### src/lpg_pkg.sv
// Shared constants, types and state encoding for the permutation generator.
package lpg_pkg;

  // Width of one permutation element and of the size register.
  localparam int unsigned ElemW          = 3;
  localparam int unsigned SizeW          = 4;
  // Number of position ports on the result channel.
  localparam int unsigned NumPos         = 8;
  // Default number of cells.
  localparam int unsigned MaxElementsDef = 8;

  // Sequencer states.
  typedef enum logic [2:0] {
    StIdle,
    StPivot,
    StSwap,
    StSort,
    StEmit
  } lpg_state_e;

  // Per-cell command from the sequencer.
  typedef struct packed {
    logic load_ident;  // take the identity value
    logic load_ext;    // take the swap value for this cell
    logic cmp_right;   // compare-exchange with the right neighbor
    logic cmp_left;    // compare-exchange with the left neighbor
  } lpg_cell_ctrl_t;

endpackage

### src/lexicographic_permutation_generator.sv
// Top level: lexicographic permutation generator built from a row of element cells.
//
//   channel | direction | handshake              | payload
//   --------+-----------+------------------------+---------------------------------
//   in      | input     | in_valid_i / in_stall_o   | restart_i
//   out     | output    | out_valid_o / out_stall_i | position_0_o..7_o, last_permutation_o
//   cfg     | input     | cfg_we_i (no wait)        | cfg_wdata_i (size_in_use)
//
// A restart (or first) request steps through accept, then result register load.
// An advance steps through accept, pivot search, swap, one odd-even transposition
// round per tail entry behind the pivot when there are at least two, and result load;
// with one tail entry it skips the sort, and the wrap to the identity goes from the
// pivot search straight to the result load.
// Reset clears the sequencer, the started flag and the result valid; the size
// returns to the full cell count. A stalled result holds in the output register
// and the sequencer waits in its last step until that register frees up.
module lexicographic_permutation_generator #(
  parameter int unsigned MAX_ELEMENTS = lpg_pkg::MaxElementsDef
) (
  input  logic                      clk_i,
  input  logic                      rst_ni,
  // configuration
  input  logic                      cfg_we_i,
  input  logic [lpg_pkg::SizeW-1:0] cfg_wdata_i,
  // request channel
  input  logic                      in_valid_i,
  output logic                      in_stall_o,
  input  logic                      restart_i,
  // result channel
  output logic                      out_valid_o,
  input  logic                      out_stall_i,
  output logic [lpg_pkg::ElemW-1:0] position_0_o,
  output logic [lpg_pkg::ElemW-1:0] position_1_o,
  output logic [lpg_pkg::ElemW-1:0] position_2_o,
  output logic [lpg_pkg::ElemW-1:0] position_3_o,
  output logic [lpg_pkg::ElemW-1:0] position_4_o,
  output logic [lpg_pkg::ElemW-1:0] position_5_o,
  output logic [lpg_pkg::ElemW-1:0] position_6_o,
  output logic [lpg_pkg::ElemW-1:0] position_7_o,
  output logic                      last_permutation_o
);
  import lpg_pkg::*;

  localparam int unsigned IdxW = (MAX_ELEMENTS > 1) ? $clog2(MAX_ELEMENTS) : 1;

  lpg_state_e       state_q, state_d;
  logic [SizeW-1:0] n_q, n_d;
  logic             started_q, started_d;
  logic [IdxW-1:0]  piv_q, piv_d;
  logic [SizeW-1:0] cnt_q, cnt_d;
  logic             phase_q, phase_d;
  logic             out_valid_q;
  logic [ElemW-1:0] pos_q [NumPos];
  logic             last_q;

  logic [ElemW-1:0]  val      [MAX_ELEMENTS];
  logic [ElemW-1:0]  ext      [MAX_ELEMENTS];
  logic [ElemW-1:0]  pos_nx   [NumPos];
  lpg_cell_ctrl_t    cell_ctrl[MAX_ELEMENTS];
  logic [MAX_ELEMENTS-1:0] lt_right;
  logic [MAX_ELEMENTS-1:0] asc;
  logic [MAX_ELEMENTS-1:0] pair_act;

  logic             accept, fresh, emit_ok;
  logic             ident_all, swap_en, sort_en, emit_load;
  logic [IdxW-1:0]  piv_idx, partner;
  logic             piv_found;
  logic [ElemW-1:0] piv_val;
  logic [SizeW-1:0] tail_len;
  logic [SizeW-1:0] n_wr;

  assign accept  = in_valid_i && (state_q == StIdle);
  assign fresh   = restart_i || !started_q;
  assign emit_ok = !out_valid_q || !out_stall_i;

  // Clamp a written size into 1..MAX_ELEMENTS.
  always_comb begin
    n_wr = cfg_wdata_i;
    if (cfg_wdata_i == '0) begin
      n_wr = SizeW'(1);
    end else if (cfg_wdata_i > SizeW'(MAX_ELEMENTS)) begin
      n_wr = SizeW'(MAX_ELEMENTS);
    end
  end

  // Ascent flags and neighbor pairs inside the active range.
  always_comb begin
    for (int k = 0; k < MAX_ELEMENTS; k++) begin
      asc[k]      = lt_right[k] && (SizeW'(k + 1) < n_q);
      pair_act[k] = asc[k] || (SizeW'(k + 1) < n_q);
      pair_act[k] = pair_act[k] && (IdxW'(k) > piv_q) && ((k % 2 == 1) == phase_q);
    end
  end

  // Pivot: rightmost ascent.
  always_comb begin
    piv_idx = '0;
    for (int k = 0; k < MAX_ELEMENTS; k++) begin
      if (asc[k]) begin
        piv_idx = IdxW'(k);
      end
    end
  end
  assign piv_found = |asc;

  // Swap partner: rightmost tail entry above the pivot entry.
  assign piv_val = val[piv_q];
  always_comb begin
    partner = piv_q;
    for (int k = 0; k < MAX_ELEMENTS; k++) begin
      if ((IdxW'(k) > piv_q) && (SizeW'(k) < n_q) && (val[k] > piv_val)) begin
        partner = IdxW'(k);
      end
    end
  end

  assign tail_len = n_q - SizeW'(1) - SizeW'(piv_q);

  // Advance the sequencer.
  always_comb begin
    state_d = state_q;
    case (state_q)
      StIdle: begin
        if (accept) begin
          state_d = fresh ? StEmit : StPivot;
        end
      end
      StPivot: begin
        state_d = piv_found ? StSwap : StEmit;
      end
      StSwap: begin
        state_d = (tail_len > SizeW'(1)) ? StSort : StEmit;
      end
      StSort: begin
        if (cnt_q == SizeW'(1)) begin
          state_d = StEmit;
        end
      end
      StEmit: begin
        if (emit_ok) begin
          state_d = StIdle;
        end
      end
      default: state_d = StIdle;
    endcase
  end

  // Drive the cell row and the bookkeeping registers.
  always_comb begin
    ident_all = cfg_we_i;
    swap_en   = 1'b0;
    sort_en   = 1'b0;
    emit_load = 1'b0;
    started_d = started_q;
    piv_d     = piv_q;
    cnt_d     = cnt_q;
    phase_d   = phase_q;
    n_d       = cfg_we_i ? n_wr : n_q;
    case (state_q)
      StIdle: begin
        if (accept && fresh) begin
          ident_all = 1'b1;
          started_d = 1'b1;
        end
      end
      StPivot: begin
        piv_d = piv_idx;
        if (!piv_found) begin
          ident_all = 1'b1;
        end
      end
      StSwap: begin
        swap_en = 1'b1;
        cnt_d   = tail_len;
        phase_d = ~piv_q[0];
      end
      StSort: begin
        sort_en = 1'b1;
        cnt_d   = cnt_q - SizeW'(1);
        phase_d = ~phase_q;
      end
      StEmit: begin
        emit_load = emit_ok;
      end
      default: begin
        emit_load = 1'b0;
      end
    endcase
    if (cfg_we_i) begin
      started_d = 1'b0;
    end
  end

  // Cell row.
  for (genvar k = 0; k < MAX_ELEMENTS; k++) begin : g_cell
    logic [ElemW-1:0] left_v, right_v;

    if (k == 0) begin : g_first
      assign left_v              = '0;
      assign cell_ctrl[k].cmp_left = 1'b0;
    end else begin : g_mid
      assign left_v              = val[k-1];
      assign cell_ctrl[k].cmp_left = sort_en && pair_act[k-1];
    end
    if (k == MAX_ELEMENTS - 1) begin : g_last
      assign right_v              = '0;
      assign cell_ctrl[k].cmp_right = 1'b0;
    end else begin : g_inner
      assign right_v              = val[k+1];
      assign cell_ctrl[k].cmp_right = sort_en && pair_act[k];
    end
    assign cell_ctrl[k].load_ident = ident_all;
    assign cell_ctrl[k].load_ext   = swap_en &&
                                     ((IdxW'(k) == piv_q) || (IdxW'(k) == partner));
    assign ext[k] = (IdxW'(k) == piv_q) ? val[partner] : piv_val;

    lpg_cell u_cell (
      .clk_i      (clk_i),
      .ctrl_i     (cell_ctrl[k]),
      .ident_i    (ElemW'(k)),
      .ext_i      (ext[k]),
      .left_i     (left_v),
      .right_i    (right_v),
      .val_o      (val[k]),
      .lt_right_o (lt_right[k])
    );
  end

  // Mask positions at or beyond n.
  for (genvar k = 0; k < NumPos; k++) begin : g_pos
    if (k < MAX_ELEMENTS) begin : g_live
      assign pos_nx[k] = (SizeW'(k) < n_q) ? val[k] : '0;
    end else begin : g_dead
      assign pos_nx[k] = '0;
    end
  end

  // Control registers.
  always_ff @(posedge clk_i or negedge rst_ni) begin
    if (!rst_ni) begin
      state_q     <= StIdle;
      started_q   <= 1'b0;
      n_q         <= SizeW'(MAX_ELEMENTS);
      out_valid_q <= 1'b0;
    end else begin
      state_q   <= state_d;
      started_q <= started_d;
      n_q       <= n_d;
      if (emit_load) begin
        out_valid_q <= 1'b1;
      end else if (!out_stall_i) begin
        out_valid_q <= 1'b0;
      end
    end
  end

  // Work and result registers.
  always_ff @(posedge clk_i) begin
    piv_q   <= piv_d;
    cnt_q   <= cnt_d;
    phase_q <= phase_d;
    if (emit_load) begin
      pos_q  <= pos_nx;
      last_q <= ~piv_found;
    end
  end

  assign in_stall_o         = (state_q != StIdle);
  assign out_valid_o        = out_valid_q;
  assign position_0_o       = pos_q[0];
  assign position_1_o       = pos_q[1];
  assign position_2_o       = pos_q[2];
  assign position_3_o       = pos_q[3];
  assign position_4_o       = pos_q[4];
  assign position_5_o       = pos_q[5];
  assign position_6_o       = pos_q[6];
  assign position_7_o       = pos_q[7];
  assign last_permutation_o = last_q;

endmodule

### src/lpg_cell.sv
// One element cell: holds a permutation entry and exchanges with its neighbors.
module lpg_cell (
  input  logic                        clk_i,
  input  lpg_pkg::lpg_cell_ctrl_t     ctrl_i,
  input  logic [lpg_pkg::ElemW-1:0]   ident_i,
  input  logic [lpg_pkg::ElemW-1:0]   ext_i,
  input  logic [lpg_pkg::ElemW-1:0]   left_i,
  input  logic [lpg_pkg::ElemW-1:0]   right_i,
  output logic [lpg_pkg::ElemW-1:0]   val_o,
  output logic                        lt_right_o
);
  import lpg_pkg::*;

  logic [ElemW-1:0] val_q, val_d;

  // Select the next entry: reload, swap, or one compare-exchange step.
  always_comb begin
    val_d = val_q;
    if (ctrl_i.load_ident) begin
      val_d = ident_i;
    end else if (ctrl_i.load_ext) begin
      val_d = ext_i;
    end else if (ctrl_i.cmp_right && (val_q > right_i)) begin
      val_d = right_i;
    end else if (ctrl_i.cmp_left && (left_i > val_q)) begin
      val_d = left_i;
    end
  end

  // Hold the entry; it is always reloaded before first use.
  always_ff @(posedge clk_i) begin
    val_q <= val_d;
  end

  assign val_o      = val_q;
  assign lt_right_o = (val_q < right_i);

endmodule
### config.mk
export PLATFORM = sky130hd
export DESIGN_NAME = lexicographic_permutation_generator
export DESIGN_NICKNAME = d
export VERILOG_FILES = /design/src/lpg_pkg.sv /design/src/lexicographic_permutation_generator.sv /design/src/lpg_cell.sv
export SDC_FILE = /design/constraint.sdc
export NUM_CORES = 1
export LEC_CHECK = 0
export BUFFER_PORTS_ARGS = -buffer_cell sky130_fd_sc_hd__buf_2
export CAP_MARGIN = 20
export CORE_UTILIZATION = 62
export DETAILED_ROUTE_END_ITERATION = 6
export PLACE_DENSITY = 0.8
export SKIP_CTS_REPAIR_TIMING = 1
export SLEW_MARGIN = 20
export SYNTH_ARGS = -nofsm -noshare
export SYNTH_HDL_FRONTEND = slang
export SYNTH_SLANG_ARGS = --single-unit
### constraint.sdc
create_clock -name clk_i -period 5.6 [get_ports clk_i]
set_clock_uncertainty 0.1 [all_clocks]
set_input_delay 0.56 -clock clk_i [delete_from_list [all_inputs] [get_ports clk_i]]
set_output_delay 0.56 -clock clk_i [all_outputs]
set_load 0.01 [all_outputs]
==> out/metrics.yaml <==
status: "complete, no violations"
regArea_sq_um: 1700
power_density_nw_per_um2: 326
h-tree-depth: 3
fin_nets: 654
path_cells: "inv_1 > nor2_1 > a311oi_1 > o22ai_1 > buf_4 > ha_1 > and3_1 > a2111oi_4 > nand2b_1 > a31oi_2 > a21oi_1 > nor2_1 > a2111oi_0 > a211oi_1"
hpwlAfterDp_um: 11800
cts_sinks: 66
grt_pass1_vias: 4715
fin_crit_sh_pct: 86.9
placed_area_sq_um: 5430
grt_usage_pct: 39.0
instances_no_fill: 706
synth-edff-count: 33
ant_nets: 0
yosys_warnings: 0
final.setup.tns_ns: 0
drcViolationCount: 0
final_cell_mix: "59 x nor2_1, 47 x ha_1, 39 x inv_1"
antenna_found_initial: 0
area_growth_pct: 9.31
ys_ff_latch: 66
synth_area_sq_um: 5200
cts_tree: "yes"
cpPeakStageDelay_ns: 0.92
multi_input_area_sq_um: 3240
grt_overflow: 0
setup_viol: 0
crit_buf_inv: 2
ir_drop_mv: 0.201
core_area_sq_um: 8180
final_hold_viol_count: 0
vias_per_cell: 6.99
cp_common_cell: "nor2_1"
firstDrtPassIters: 6
wl_um: 16200
slew_headroom_pct: 39.9
hp-class: "in2reg"
io_buffers: 36
min_period_ns: 4.87
die_x_um: 93.6
cts_buffers: 9
leakagePower_nw: 2.39
grt_pass1_wl_um: 25400
n_fill_cell: 636
drt_iter0_markers: 490
synth_flop_cell: "edfxtp_1"
clk_path_buf_depth: 2
cts_root_buffer: "clkbuf_8"
drv_cap: 0
ios: 37
clock_latency_ns: 0.35
slew_viol_final: 0
required_ns: 5.70
crit_type: "reg2reg"
arrival_ns: 4.97
layout-drive-gt1-share_pct: 17.0
worstPathMaxFanout: 22
synth_nets: 620
largest_reg_flops: 24
fmax_ghz: 0.205
clk_pin_slew_ns: 0.07
worstMarginPinSlew_ns: 0.901
async_flop_share_pct: 13.6
rsz0062_at_grt: "false"
syn_avg_cell_area_sq_um: 9.26
mostFrequentLayoutCell: "nor2_1"
worst_setup_path_end_kind: "flip-flop"
antenna-diode-count: 0
cp_slowest_cell: "edfxtp_1"
via_count: 4935
placed_cells: 688
die_h_um: 93.6
yosysSeqAreaShare_pct: 32.6
die_area_sq_um: 8760
rows: 33
fin_area_sq_um: 5690
synth_cell_type_count: 81
crit_family: "compound AO/OA/AOI/OAI gates"
routedWlPerCell_um: 23.0
netlist_instances: 562
gp_congestion: 1.02
worstSetupStartpointType: "flip-flop"
grt_max_degree: 26
start_util_pct: 63.6
routing by layer:
| metal | part of all wire [%] | vias to the layer above | global-route usage [%] | wire length [um] |
|---|---|---|---|---|
| li1 | - | 2183 | - | - |
| met1 | 40 | 2338 | 51.8 | 6460 |
| met2 | 45 | 344 | 61.3 | 7340 |
| met3 | 11 | 70 | 7.15 | 1720 |
| met4 | 4.4 | 0 | 18.2 | 709 |
| met5 | 0 | - | 0 | 0 |
area by class of cell:
| class | count | area share, % |
|---|---|---|
| Multi-Input combinational cell | 436 | 56.9 |
| Sequential cell | 66 | 29.9 |
| Timing Repair Buffer | 43 | 4.14 |
| Inverter | 40 | 2.64 |
| Clock buffer | 11 | 2.31 |
| Tap cell | 105 | 2.31 |
| Clock inverter | 5 | 1.80 |
power by group:
part	switching [mW]	total, mW	internal, mW	leakage, nW
sequential	0.0700	0.702	0.632	0.619
clock	0.188	0.484	0.295	0.114
combinational	0.431	0.670	0.240	1.65
total	0.689	1.86	1.17	2.39
cell families after synthesis:
logic type	share of synthesized area, %
xor+xnor	0.674
compound gates	23.7
fa+ha+maj	11.7
flops	32.6
simple gates	20.8
buf+inv	5.44
mux	5.15
through the flow:
stage               setup slack, ns  hold slack [ns]  total power [mW]  util [%]
floorplan                      1.59            0.164              1.15         -
global placement              0.982            0.320              1.33      66.4
detailed placement            0.864            0.318              1.36      66.4
CTS                           0.838          -0.0556              1.84      69.3
global route                  0.467            0.342              1.94      69.6
finish                        0.733            0.336              1.86      69.6
final timing paths:
| kind | from | to | slack [ns] | cells past startpoint |
|---|---|---|---|---|
| max in group asynchronous | rst_ni | n_q[3] | 4.67 | 2 |
| min in group asynchronous | rst_ni | out_valid_o | 0.49 | 2 |
| worst min register to register | started_q | started_q | 0.41 | 2 |
| worst max-delay path | piv_q[0] | g_cell[5].u_cell.val_o[2] | 0.73 | 14 |
| worst min-delay path | cfg_wdata_i[3] | n_q[2] | 0.34 | 2 |
| worst max register to register | piv_q[0] | g_cell[5].u_cell.val_o[2] | 0.73 | 14 |
synth_stat cells, drive strengths merged (2+ instances only):
cell,count,area (sq um)
nor2,60,228
ha,47,588
inv,40,150
nand2,36,143
edfxtp,33,991
o21ai,31,159
nand3,28,150
dfxtp,24,480
mux2i,21,223
nor2b,21,131
o22ai,19,119
a21oi,16,103
nor3,15,86.3
a31oi,14,115
buf,11,98.8
o211ai,11,115
nand2b,10,62.6
clkbuf,9,33.8
dfrtp,8,200
o221ai,8,87.6
a2111oi,7,118
a211oi,7,57.6
o21a,7,52.6
a22oi,6,63.8
and2,5,33.8
and3,5,32.5
nor4,5,37.5
o2111ai,5,56.3
a21boi,4,37.5
nor3b,4,30.0
or3,4,25.0
a311oi,3,26.3
a41oi,3,26.3
nand4,3,18.8
o41ai,3,26.3
or2,3,18.8
a21o,2,15.0
and4,2,17.5
mux2,2,22.5
nand4b,2,17.5
or3b,2,17.5
xnor2,2,17.5
xor2,2,17.5
Power figures use the tool's default switching activity.
